--- src/hdl/fcd_pkg.sv ---
// Shared types and constants for the foot contact decision block.
// No dependencies; all other files refer to this package by scoped names.
package fcd_pkg;

   localparam int unsigned LEGS = 4;
   localparam int unsigned FORCE_W = 16;
   localparam int unsigned PHASE_W = 16;
   localparam int unsigned TICK_W = 16;
   localparam int unsigned STIME_W = 24;
   localparam int unsigned RATIO_W = 9;
   localparam int unsigned TIMER_W = 24;
   localparam int unsigned MDELAY_W = 25;
   localparam int unsigned GAIT_W = 3;
   localparam int unsigned MODE_W = 2;
   localparam int unsigned CSR_IDX_W = 2;
   localparam int unsigned CSR_DATA_W = 16;

   // gait mode codes
   localparam logic [MODE_W-1:0] MODE_STAND = 2'd0;
   localparam logic [MODE_W-1:0] MODE_RUN = 2'd1;
   localparam logic [MODE_W-1:0] MODE_STOP = 2'd2;

   // register indexes on the csr port
   localparam logic [CSR_IDX_W-1:0] CSR_TOUCHDOWN = 2'd0;
   localparam logic [CSR_IDX_W-1:0] CSR_RELEASE = 2'd1;
   localparam logic [CSR_IDX_W-1:0] CSR_HOLD_RATIO = 2'd2;

   localparam logic signed [FORCE_W-1:0] TOUCHDOWN_RST = 16'sd640;
   localparam logic signed [FORCE_W-1:0] RELEASE_RST = 16'sd320;
   localparam logic [RATIO_W-1:0] HOLD_RATIO_RST = 9'd128;

   // per-leg status handed from a lane to the merge stage
   typedef struct packed {
      logic stance;
      logic delayed;
   } lane_status_type;

endpackage

--- src/hdl/foot_contact_decision.sv ---
// Foot contact decision, top level: input stage with hold-limit multiply,
// four leg lanes, merge stage and output register. Depends on fcd_pkg, fcd_lane, fcd_merge.
// rsp_valid rises once an accepted item has passed the input stage and output registers;
// a full output register with rsp_ready low holds the item in the input stage.
// Throughput: one item per cycle while rsp_ready keeps the output free; the input stage holds
// the 9x24 hold-limit product; filter, trigger and timers of all four legs update together.
// Reset clears filters, landed flags, timers, last gait and the pipeline; registers return
// to touchdown 640, release 320, hold ratio 128.
module foot_contact_decision (
   input  logic                                 clock,
   input  logic                                 reset,
   input  logic                                 csr_valid,
   output logic                                 csr_ready,
   input  logic [fcd_pkg::CSR_IDX_W-1:0]        csr_index,
   input  logic [fcd_pkg::CSR_DATA_W-1:0]       csr_data,
   input  logic                                 req_valid,
   output logic                                 req_ready,
   input  logic signed [fcd_pkg::FORCE_W-1:0]   req_force_leg0,
   input  logic signed [fcd_pkg::FORCE_W-1:0]   req_force_leg1,
   input  logic signed [fcd_pkg::FORCE_W-1:0]   req_force_leg2,
   input  logic signed [fcd_pkg::FORCE_W-1:0]   req_force_leg3,
   input  logic signed [fcd_pkg::PHASE_W-1:0]   req_swing_phase_leg0,
   input  logic signed [fcd_pkg::PHASE_W-1:0]   req_swing_phase_leg1,
   input  logic signed [fcd_pkg::PHASE_W-1:0]   req_swing_phase_leg2,
   input  logic signed [fcd_pkg::PHASE_W-1:0]   req_swing_phase_leg3,
   input  logic [fcd_pkg::TICK_W-1:0]           req_tick_time,
   input  logic [fcd_pkg::STIME_W-1:0]          req_stance_time,
   input  logic [fcd_pkg::MODE_W-1:0]           req_gait_mode,
   input  logic [fcd_pkg::GAIT_W-1:0]           req_gait_type,
   output logic                                 rsp_valid,
   input  logic                                 rsp_ready,
   output logic [fcd_pkg::LEGS-1:0]             rsp_stance_mask,
   output logic [fcd_pkg::LEGS-1:0]             rsp_delayed_mask,
   output logic signed [fcd_pkg::PHASE_W-1:0]   rsp_phase_out_leg0,
   output logic signed [fcd_pkg::PHASE_W-1:0]   rsp_phase_out_leg1,
   output logic signed [fcd_pkg::PHASE_W-1:0]   rsp_phase_out_leg2,
   output logic signed [fcd_pkg::PHASE_W-1:0]   rsp_phase_out_leg3
);

   localparam int unsigned PROD_W = fcd_pkg::RATIO_W + fcd_pkg::STIME_W;

   // configuration registers
   logic signed [fcd_pkg::FORCE_W-1:0] touchdown_ff;
   logic signed [fcd_pkg::FORCE_W-1:0] release_ff;
   logic [fcd_pkg::RATIO_W-1:0]        hold_ratio_ff;

   // input stage
   logic                                               s1_valid_ff;
   logic signed [fcd_pkg::LEGS-1:0][fcd_pkg::FORCE_W-1:0] s1_force_ff;
   logic signed [fcd_pkg::LEGS-1:0][fcd_pkg::PHASE_W-1:0] s1_phase_ff;
   logic [fcd_pkg::TICK_W-1:0]                         s1_tick_ff;
   logic [fcd_pkg::MDELAY_W-1:0]                       s1_hold_limit_ff;
   logic [fcd_pkg::MODE_W-1:0]                         s1_mode_ff;
   logic [fcd_pkg::GAIT_W-1:0]                         s1_gait_ff;

   logic [fcd_pkg::GAIT_W-1:0] last_gait_ff, last_gait_in;

   // output register
   logic                                   out_valid_ff;
   logic [fcd_pkg::LEGS-1:0]               out_stance_ff;
   logic [fcd_pkg::LEGS-1:0]               out_delayed_ff;
   logic signed [fcd_pkg::LEGS-1:0][fcd_pkg::PHASE_W-1:0] out_phase_ff;

   logic [PROD_W-1:0] product;
   logic advance;
   logic fire;
   logic req_take;
   logic running;
   logic gait_change;
   logic hold_enable;
   logic force_leg0;
   logic [fcd_pkg::LEGS-1:0] confirm;
   logic [fcd_pkg::LEGS-1:0] stance_mask;
   logic [fcd_pkg::LEGS-1:0] delayed_mask;
   fcd_pkg::lane_status_type [fcd_pkg::LEGS-1:0] status;
   logic signed [fcd_pkg::LEGS-1:0][fcd_pkg::PHASE_W-1:0] lane_phase;
   logic signed [fcd_pkg::LEGS-1:0][fcd_pkg::PHASE_W-1:0] phase_final;

   assign csr_ready = 1'b1;

   always_ff @(posedge clock) begin
      if (reset) begin
         touchdown_ff <= fcd_pkg::TOUCHDOWN_RST;
         release_ff <= fcd_pkg::RELEASE_RST;
         hold_ratio_ff <= fcd_pkg::HOLD_RATIO_RST;
      end else if (csr_valid && csr_ready) begin
         unique case (csr_index)
            fcd_pkg::CSR_TOUCHDOWN: touchdown_ff <= csr_data;
            fcd_pkg::CSR_RELEASE: release_ff <= csr_data;
            fcd_pkg::CSR_HOLD_RATIO: hold_ratio_ff <= csr_data[fcd_pkg::RATIO_W-1:0];
            default: begin
            end
         endcase
      end
   end

   // pipeline control: the lane stage moves when the output register is free
   assign advance = !out_valid_ff || rsp_ready;
   assign fire = s1_valid_ff && advance;
   assign req_ready = !s1_valid_ff || advance;
   assign req_take = req_valid && req_ready;

   assign product = {{fcd_pkg::STIME_W{1'b0}}, hold_ratio_ff} *
                    {{fcd_pkg::RATIO_W{1'b0}}, req_stance_time};

   always_ff @(posedge clock) begin
      if (reset) begin
         s1_valid_ff <= 1'b0;
      end else if (req_ready) begin
         s1_valid_ff <= req_valid;
      end
   end

   always_ff @(posedge clock) begin
      if (req_take) begin
         s1_force_ff[0] <= req_force_leg0;
         s1_force_ff[1] <= req_force_leg1;
         s1_force_ff[2] <= req_force_leg2;
         s1_force_ff[3] <= req_force_leg3;
         s1_phase_ff[0] <= req_swing_phase_leg0;
         s1_phase_ff[1] <= req_swing_phase_leg1;
         s1_phase_ff[2] <= req_swing_phase_leg2;
         s1_phase_ff[3] <= req_swing_phase_leg3;
         s1_tick_ff <= req_tick_time;
         s1_hold_limit_ff <= product[PROD_W-1:8];
         s1_mode_ff <= req_gait_mode;
         s1_gait_ff <= req_gait_type;
      end
   end

   assign running = (s1_mode_ff == fcd_pkg::MODE_RUN);
   assign gait_change = running && (s1_gait_ff != last_gait_ff);
   assign last_gait_in = (fire && gait_change) ? s1_gait_ff : last_gait_ff;

   always_ff @(posedge clock) begin
      if (reset) begin
         last_gait_ff <= '0;
      end else begin
         last_gait_ff <= last_gait_in;
      end
   end

   for (genvar g = 0; g < fcd_pkg::LEGS; g++) begin : g_lane
      fcd_lane u_lane (
         .clock           (clock),
         .reset           (reset),
         .en              (fire),
         .running         (running),
         .gait_change     (gait_change),
         .hold_enable     (hold_enable),
         .force_val       (s1_force_ff[g]),
         .phase           (s1_phase_ff[g]),
         .tick            (s1_tick_ff),
         .hold_limit      (s1_hold_limit_ff),
         .touchdown_level (touchdown_ff),
         .release_level   (release_ff),
         .status          (status[g]),
         .confirm         (confirm[g]),
         .phase_out       (lane_phase[g])
      );
   end

   fcd_merge u_merge (
      .running      (running),
      .confirm      (confirm),
      .status       (status),
      .hold_enable  (hold_enable),
      .force_leg0   (force_leg0),
      .stance_mask  (stance_mask),
      .delayed_mask (delayed_mask)
   );

   always_comb begin
      phase_final = lane_phase;
      if (force_leg0) begin
         phase_final[0] = '0;
      end
   end

   always_ff @(posedge clock) begin
      if (reset) begin
         out_valid_ff <= 1'b0;
      end else if (advance) begin
         out_valid_ff <= s1_valid_ff;
      end
   end

   always_ff @(posedge clock) begin
      if (fire) begin
         out_stance_ff <= stance_mask;
         out_delayed_ff <= delayed_mask;
         out_phase_ff <= phase_final;
      end
   end

   assign rsp_valid = out_valid_ff;
   assign rsp_stance_mask = out_stance_ff;
   assign rsp_delayed_mask = out_delayed_ff;
   assign rsp_phase_out_leg0 = out_phase_ff[0];
   assign rsp_phase_out_leg1 = out_phase_ff[1];
   assign rsp_phase_out_leg2 = out_phase_ff[2];
   assign rsp_phase_out_leg3 = out_phase_ff[3];

   a_delayed_in_stance: assert property (@(posedge clock) disable iff (reset)
      rsp_valid |-> ((rsp_delayed_mask & ~rsp_stance_mask) == '0))
      else $error("delayed leg not marked stance");

   a_running_has_stance: assert property (@(posedge clock) disable iff (reset)
      (fire && running) |=> (out_stance_ff != '0))
      else $error("running result without any stance leg");

   a_swing_phase_positive: assert property (@(posedge clock) disable iff (reset)
      (rsp_valid && !rsp_stance_mask[0]) |->
         (!rsp_phase_out_leg0[fcd_pkg::PHASE_W-1] && (rsp_phase_out_leg0 != '0)))
      else $error("leg 0 swing with non-positive phase");

   a_stall_only_when_full: assert property (@(posedge clock) disable iff (reset)
      !req_ready |-> (s1_valid_ff && out_valid_ff && !rsp_ready))
      else $error("input stalled with room in the pipeline");

   a_gait_tracks: assert property (@(posedge clock) disable iff (reset)
      (fire && running) |=> (last_gait_ff == $past(s1_gait_ff)))
      else $error("last gait not updated on running item");

endmodule

--- src/hdl/fcd_lane.sv ---
// One leg of the contact decision: force filter, Schmitt trigger, lift delay timer.
// Depends on fcd_pkg; holds the per-leg state and updates it when en is high.
module fcd_lane (
   input  logic                                   clock,
   input  logic                                   reset,
   input  logic                                   en,
   input  logic                                   running,
   input  logic                                   gait_change,
   input  logic                                   hold_enable,
   input  logic signed [fcd_pkg::FORCE_W-1:0]     force_val,
   input  logic signed [fcd_pkg::PHASE_W-1:0]     phase,
   input  logic [fcd_pkg::TICK_W-1:0]             tick,
   input  logic [fcd_pkg::MDELAY_W-1:0]           hold_limit,
   input  logic signed [fcd_pkg::FORCE_W-1:0]     touchdown_level,
   input  logic signed [fcd_pkg::FORCE_W-1:0]     release_level,
   output fcd_pkg::lane_status_type               status,
   output logic                                   confirm,
   output logic signed [fcd_pkg::PHASE_W-1:0]     phase_out
);

   logic signed [fcd_pkg::FORCE_W-1:0] filt_ff, filt_in;
   logic                               landed_ff, landed_in;
   logic [fcd_pkg::TIMER_W-1:0]        timer_ff, timer_in;

   logic signed [fcd_pkg::FORCE_W:0]   diff;
   logic signed [fcd_pkg::FORCE_W:0]   filt_sum;
   logic signed [fcd_pkg::FORCE_W-1:0] filt_new;
   logic                               landed_new;
   logic                               planned;
   logic [fcd_pkg::TIMER_W-1:0]        timer_cur;
   logic [fcd_pkg::TIMER_W:0]          timer_sum;
   logic                               timer_open;
   logic                               delayed;

   // filtered += floor((force - filtered) / 2)
   assign diff = {force_val[fcd_pkg::FORCE_W-1], force_val} - {filt_ff[fcd_pkg::FORCE_W-1], filt_ff};
   assign filt_sum = {filt_ff[fcd_pkg::FORCE_W-1], filt_ff} + (diff >>> 1);
   assign filt_new = filt_sum[fcd_pkg::FORCE_W-1:0];

   always_comb begin
      priority if (filt_new > touchdown_level) begin
         landed_new = 1'b1;
      end else if (filt_new < release_level) begin
         landed_new = 1'b0;
      end else begin
         landed_new = landed_ff;
      end
   end

   // zero or negative phase means planned stance
   assign planned = phase[fcd_pkg::PHASE_W-1] || (phase == '0);
   assign confirm = planned && landed_new;
   // gait change clears the timer before the decision
   assign timer_cur = gait_change ? '0 : timer_ff;
   assign timer_open = ({1'b0, timer_cur} < hold_limit);
   assign timer_sum = {1'b0, timer_cur} + {{(fcd_pkg::TIMER_W + 1 - fcd_pkg::TICK_W){1'b0}}, tick};
   assign delayed = running && !planned && landed_new && hold_enable && timer_open;

   always_comb begin
      status.stance = planned || delayed;
      status.delayed = delayed;
      if (running && (planned || delayed)) begin
         phase_out = '0;
      end else begin
         phase_out = phase;
      end
   end

   always_comb begin
      filt_in = filt_ff;
      landed_in = landed_ff;
      timer_in = timer_ff;
      if (en) begin
         if (running) begin
            filt_in = filt_new;
            landed_in = landed_new;
            if (delayed) begin
               // saturate at full scale
               timer_in = timer_sum[fcd_pkg::TIMER_W] ? '1 : timer_sum[fcd_pkg::TIMER_W-1:0];
            end else begin
               timer_in = '0;
            end
         end else begin
            filt_in = '0;
            landed_in = 1'b0;
            timer_in = '0;
         end
      end
   end

   always_ff @(posedge clock) begin
      if (reset) begin
         filt_ff <= '0;
         landed_ff <= 1'b0;
         timer_ff <= '0;
      end else begin
         filt_ff <= filt_in;
         landed_ff <= landed_in;
         timer_ff <= timer_in;
      end
   end

endmodule

--- src/hdl/fcd_merge.sv ---
// Merge stage: combines the four lanes into the delay request and forced stance.
// Depends on fcd_pkg for the lane status struct.
module fcd_merge (
   input  logic                                      running,
   input  logic [fcd_pkg::LEGS-1:0]                  confirm,
   input  fcd_pkg::lane_status_type [fcd_pkg::LEGS-1:0] status,
   output logic                                      hold_enable,
   output logic                                      force_leg0,
   output logic [fcd_pkg::LEGS-1:0]                  stance_mask,
   output logic [fcd_pkg::LEGS-1:0]                  delayed_mask
);

   logic [fcd_pkg::LEGS-1:0] stance;
   logic [fcd_pkg::LEGS-1:0] delayed;

   always_comb begin
      for (int i = 0; i < fcd_pkg::LEGS; i++) begin
         stance[i] = status[i].stance;
         delayed[i] = status[i].delayed;
      end
   end

   // delay lift-off only while no leg is both planned stance and landed
   assign hold_enable = ~|confirm;
   assign force_leg0 = running && ~|stance;

   always_comb begin
      stance_mask = stance;
      delayed_mask = running ? delayed : '0;
      if (force_leg0) begin
         stance_mask[0] = 1'b1;
         delayed_mask[0] = 1'b0;
      end
   end

endmodule

--- config.mk ---
export PLATFORM = sky130hd
export DESIGN_NAME = foot_contact_decision
export DESIGN_NICKNAME = d
export VERILOG_FILES = /design/src/hdl/fcd_pkg.sv /design/src/hdl/foot_contact_decision.sv /design/src/hdl/fcd_lane.sv /design/src/hdl/fcd_merge.sv
export SDC_FILE = /design/constraint.sdc
export NUM_CORES = 2
export LEC_CHECK = 0
export ABC_AREA = 1
export BUFFER_PORTS_ARGS = -buffer_cell sky130_fd_sc_hd__buf_2
export CORE_ASPECT_RATIO = 1.75
export CORE_MARGIN = 5
export CORE_UTILIZATION = 39
export CTS_CLUSTER_SIZE = 10
export DETAILED_ROUTE_END_ITERATION = 10
export PLACE_DENSITY = 0.64
export SYNTH_ARGS = -nofsm -noshare
export SYNTH_HDL_FRONTEND = slang
export SYNTH_HIERARCHICAL = 1
export SYNTH_SLANG_ARGS = --single-unit
--- constraint.sdc ---
create_clock -name clock -period 7.05 [get_ports clock]
set_input_delay 0.705 -clock clock [delete_from_list [all_inputs] [get_ports clock]]
set_output_delay 0.705 -clock clock [all_outputs]
set_load 0.02 [all_outputs]
==> impl_metrics.prom <==
# TYPE chip_impl_metric gauge
chip_impl_metric{name="maxClockFrequency",unit="MHz"} 154
chip_impl_metric{name="worst_path_maximum_fanout",unit=""} 15
chip_impl_metric{name="total_leakage_power",unit="nW"} 22.1
chip_impl_metric{name="h-tree-depth",unit=""} 2
chip_impl_metric{name="numCtsBuffers",unit=""} 55
chip_impl_metric{name="detail_route.wl_per_cell",unit="um"} 16.6
chip_impl_metric{name="dr.first_iter.drc_count",unit=""} 1616
chip_impl_metric{name="power.share.clock",unit="%"} 31.9
chip_impl_metric{name="synth_xor_area_share",unit="%"} 3.87
chip_impl_metric{name="synth_sequential_area_ratio",unit="%"} 28.8
chip_impl_metric{name="critPathBufInv",unit=""} 1
chip_impl_info{name="layout.cells.most_common_list",value="inv_1, nand2_1, nor2_1, ha_1, a21oi_1"} 1
chip_impl_metric{name="synth_area",unit="um2"} 40300
chip_impl_metric{name="synth_seq_cells",unit=""} 456
chip_impl_metric{name="regToRegSetupSlack",unit="ns"} 0.55
chip_impl_metric{name="io_pins",unit=""} 271
chip_impl_metric{name="syn-num-nets",unit=""} 6246
chip_impl_metric{name="powerDensity",unit="nW/um2"} 196
chip_impl_metric{name="timing_hold_violations_final",unit=""} 0
chip_impl_metric{name="dp_cells",unit=""} 6908
chip_impl_metric{name="syn-instance-count",unit=""} 5423
chip_impl_metric{name="worst-slew-pin-transition",unit="ns"} 1.15
chip_impl_metric{name="power.share.switching",unit="%"} 36.1
chip_impl_metric{name="clock_tree.buffer_depth",unit=""} 3
chip_impl_metric{name="r2r_cells",unit=""} 34
chip_impl_metric{name="drt_pre_antenna_iters",unit=""} 6
chip_impl_metric{name="pin_count_of_the_biggest_net_entering_global_routing",unit=""} 180
chip_impl_metric{name="min_period_over_period",unit="%"} 92.2
chip_impl_metric{name="detailed_place_hpwl",unit="um"} 91200
chip_impl_metric{name="route.antenna.remaining_nets",unit=""} 0
chip_impl_metric{name="synth_compound_gate_area_share",unit="%"} 9.90
chip_impl_info{name="outcome",value="complete, no violations"} 1
chip_impl_metric{name="rd_place_congestion",unit=""} 0.947
chip_impl_metric{name="netSwitchingPower",unit="W"} 0.00315
chip_impl_info{name="crit_type",value="register to register"} 1
chip_impl_metric{name="power.sequential.fraction",unit="%"} 37.1
chip_impl_metric{name="final_layout_size_suffix_gt1_share",unit="%"} 9.09
chip_impl_metric{name="combPwrFrac",unit="%"} 31.0
chip_impl_metric{name="area_growth",unit="%"} 10.7
chip_impl_metric{name="ys_async_sr_fraction",unit="%"} 0
chip_impl_metric{name="intPower",unit="W"} 0.00558
chip_impl_metric{name="dieWidth",unit="um"} 253
chip_impl_metric{name="finalHoldWorstSlack",unit="ns"} 0.223
chip_impl_metric{name="post_synth_fa_ha_maj_area_fraction",unit="%"} 22.6
chip_impl_info{name="crit_path_end_kind",value="register"} 1
chip_impl_metric{name="design.final.nets",unit=""} 6446
chip_impl_metric{name="slew_violations",unit=""} 0
chip_impl_info{name="timing.critical_path.slowest_stage_cell",value="a21boi_4"} 1
chip_impl_metric{name="clock_sink_count",unit=""} 456
chip_impl_metric{name="ys_types",unit=""} 66
chip_impl_metric{name="finalInstanceArea",unit="um2"} 44600
chip_impl_metric{name="synth_simple_gate_area_share",unit="%"} 23.4
chip_impl_metric{name="portBuffers",unit=""} 269
chip_impl_info{name="layout.cells.most_common",value="inv_1"} 1
chip_impl_metric{name="synth_edf_count",unit=""} 246
chip_impl_metric{name="post_dp_cell_area",unit="um2"} 42800
chip_impl_info{name="synth_top_family_by_area",value="simple AND/OR/NAND/NOR gates"} 1
chip_impl_metric{name="final-setup-viol-count",unit=""} 0
chip_impl_metric{name="die_y",unit="um"} 435
chip_impl_metric{name="critical_path_depth",unit=""} 34
chip_impl_metric{name="total_grt_usage",unit="%"} 20.5
chip_impl_info{name="ys.flop_type",value="edfxtp_1"} 1
chip_impl_metric{name="dr_total_vias",unit=""} 34800
chip_impl_metric{name="power.ir.vdd_worst",unit="mV"} 0.212
chip_impl_metric{name="grt_pass1_wl",unit="um"} 182000
chip_impl_metric{name="layout.filler_cells",unit=""} 10500
chip_impl_metric{name="synth_area_per_cell",unit="um2"} 7.43
chip_impl_metric{name="via_per_inst",unit=""} 4.96
chip_impl_info{name="critical_path.top_delay_family",value="compound AO/OA/AOI/OAI gates"} 1
chip_impl_metric{name="min_delay_path_depth",unit=""} 1
chip_impl_metric{name="grt_antenna_before_repair",unit=""} 16
chip_impl_metric{name="start_util",unit="%"} 39.1
chip_impl_info{name="startpoint_type",value="register"} 1
chip_impl_metric{name="worst-endpoint-arrival",unit="ns"} 6.88
chip_impl_metric{name="postRouteWirelength",unit="um"} 116000
chip_impl_info{name="clock_tree_from_tritoncts",value="yes"} 1
chip_impl_metric{name="coreArea",unit="um2"} 103000
chip_impl_metric{name="fp.dieArea",unit="um2"} 110000
chip_impl_metric{name="via_count_of_the_first_global_routing_pass",unit=""} 35300
chip_impl_info{name="cts-root-buf",value="clkbuf_16"} 1
chip_impl_metric{name="final-instance-count-excl-fill",unit=""} 7014
chip_impl_metric{name="max_cap_viol_count",unit=""} 0
chip_impl_metric{name="insertion_delay",unit="ns"} 0.65
chip_impl_metric{name="clkSlewWorstSetupHoldPaths",unit="ns"} 0.06
chip_impl_metric{name="detail_route.drc_violations",unit=""} 0
chip_impl_metric{name="finalWorstSetupSlack",unit="ns"} 0.548
chip_impl_metric{name="grt.overflow.total",unit=""} 0
chip_impl_metric{name="worst_slew_margin_rel",unit="%"} 23.1
chip_impl_metric{name="period_needed",unit="ns"} 6.50
chip_impl_metric{name="std_cell_rows",unit=""} 156
chip_impl_metric{name="timing.clock.skew",unit="ns"} 0.0490
chip_impl_metric{name="yosys_warnings",unit=""} 6
chip_impl_metric{name="required",unit="ns"} 7.42
chip_impl_info{name="hold_class",value="input pin to register"} 1
chip_impl_metric{name="post-place-ws",unit="ns"} 0.458
chip_impl_metric{name="cp_slowest_stage_delay",unit="ns"} 0.55
chip_impl_metric{name="proportion_of_synthesized_area_in_mux_cells",unit="%"} 0
-- worst reg2reg max path, delay by kind of cell, from the launching register on --
| kind | cells | cell delay (ns) |
|---|---|---|
| XOR/XNOR | 1 | 0.15 |
| buffers and inverters | 1 | 0.06 |
| flip-flops | 1 | 0.39 |
| AND/OR/NAND/NOR | 16 | 2.01 |
| adder cells (fa/ha/maj) | 3 | 1.02 |
| AO/OA/AOI/OAI | 13 | 2.64 |
-- registers in the layout, indices dropped and copies added, names as in the netlist, 25 cells and up --
signal,cells
g_lane.u_lane/timer_ff,96
g_lane.u_lane/filt_ff,64
s1_force_ff,64
s1_hold_limit_ff,25
s1_phase_ff,64
-- synthesized netlist by cell type, types with 12 or more instances --
| cell | number | area share [%] |
|---|---|---|
| nand4_1 | 34 | 0.53 |
| nor3_1 | 45 | 0.56 |
| nand3_1 | 175 | 2.2 |
| buf_6 | 13 | 0.36 |
| edfxtp_1 | 246 | 18 |
| nor2_2 | 24 | 0.37 |
| xnor2_1 | 56 | 1.2 |
| nand2_1 | 995 | 9.3 |
| a21oi_2 | 17 | 0.37 |
| dfxtp_1 | 210 | 10 |
| nand3_2 | 14 | 0.35 |
| inv_1 | 1013 | 9.4 |
| o21ai_0 | 146 | 1.8 |
| inv_2 | 26 | 0.24 |
| clkbuf_1 | 95 | 0.89 |
| xor2_1 | 122 | 2.7 |
| a21o_1 | 13 | 0.24 |
| nor2_1 | 882 | 8.2 |
| o211ai_1 | 13 | 0.24 |
| a21oi_1 | 417 | 5.2 |
| nand2_2 | 22 | 0.34 |
| and2_1 | 13 | 0.20 |
| fa_1 | 166 | 8.2 |
| ha_1 | 461 | 14 |
| buf_4 | 12 | 0.22 |
| o21ai_1 | 30 | 0.37 |
-- cells by family after synthesis --
family                   Yosys count
adder cells (fa/ha/maj)          627
AND/OR/NAND/NOR                 2262
XOR/XNOR                         178
buffers and inverters           1185
flip-flops                       456
other                              1
AO/OA/AOI/OAI                    714
-- power by group through the flow --
stage / registers [W] / clock network [W] / logic [W]
after floorplan: 0.00317 / 0 / 0.00200
after global placement: 0.00329 / 0 / 0.00262
after detailed placement: 0.00329 / 0 / 0.00270
after CTS: 0.00324 / 0.00290 / 0.00272
after global routing: 0.00325 / 0.00297 / 0.00312
final: 0.00324 / 0.00278 / 0.00271
-- repair_timing --
item / in CTS / in global routing
setup buffers: 0 / 1
hold buffers: 0 / 0
endpoints found under the hold margin: 0 / 0
endpoints found under the setup margin: 0 / 134
gates resized for setup: 0 / 11
-- routing by layer --
metal / GRT usage, % / share of wire, % / vias up
met3: 2.91 / 5.1 / 305
met4: 9.80 / 5.5 / 14
li1: - / - / 17500
met5: 0 / 0.071 / -
met2: 39.1 / 52 / 911
met1: 21.7 / 37 / 16100
-- area by class of cell --
| class | count | area [um2] | area share [%] |
|---|---|---|---|
| multi-input combinational | 3782 | 24100 | 54.2 |
| sequential | 456 | 11600 | 26.0 |
| inverter | 1047 | 3950 | 8.86 |
| tap | 1343 | 1680 | 3.77 |
| clock buffer | 88 | 1560 | 3.50 |
| timing repair buffer | 281 | 1480 | 3.32 |
| clock inverter | 12 | 163 | 0.365 |
| antenna | 5 | 12.5 | 0.0281 |
-- per-stage QoR --
step | power [W] | TNS [ns] | util [%]
CTS | 0.00886 | 0 | 43.2
finish | 0.00873 | 0 | 43.3
detailed placement | 0.00599 | 0 | 41.5
floorplan | 0.00518 | 0 | -
global placement | 0.00592 | 0 | 41.5
global route | 0.00935 | -0.0478 | 43.3
-- final timing paths --
path	to	startpoint
worst min-delay path	s1_force_ff[35]	req_force_leg2[3]
worst max register to register	rsp_phase_out_leg3[3]	s1_force_ff[18]
worst min register to register	g_lane[0].u_lane/landed_ff	g_lane[0].u_lane/landed_ff
worst max-delay path	rsp_phase_out_leg3[3]	s1_force_ff[18]
Power figures use the tool's default switching activity.
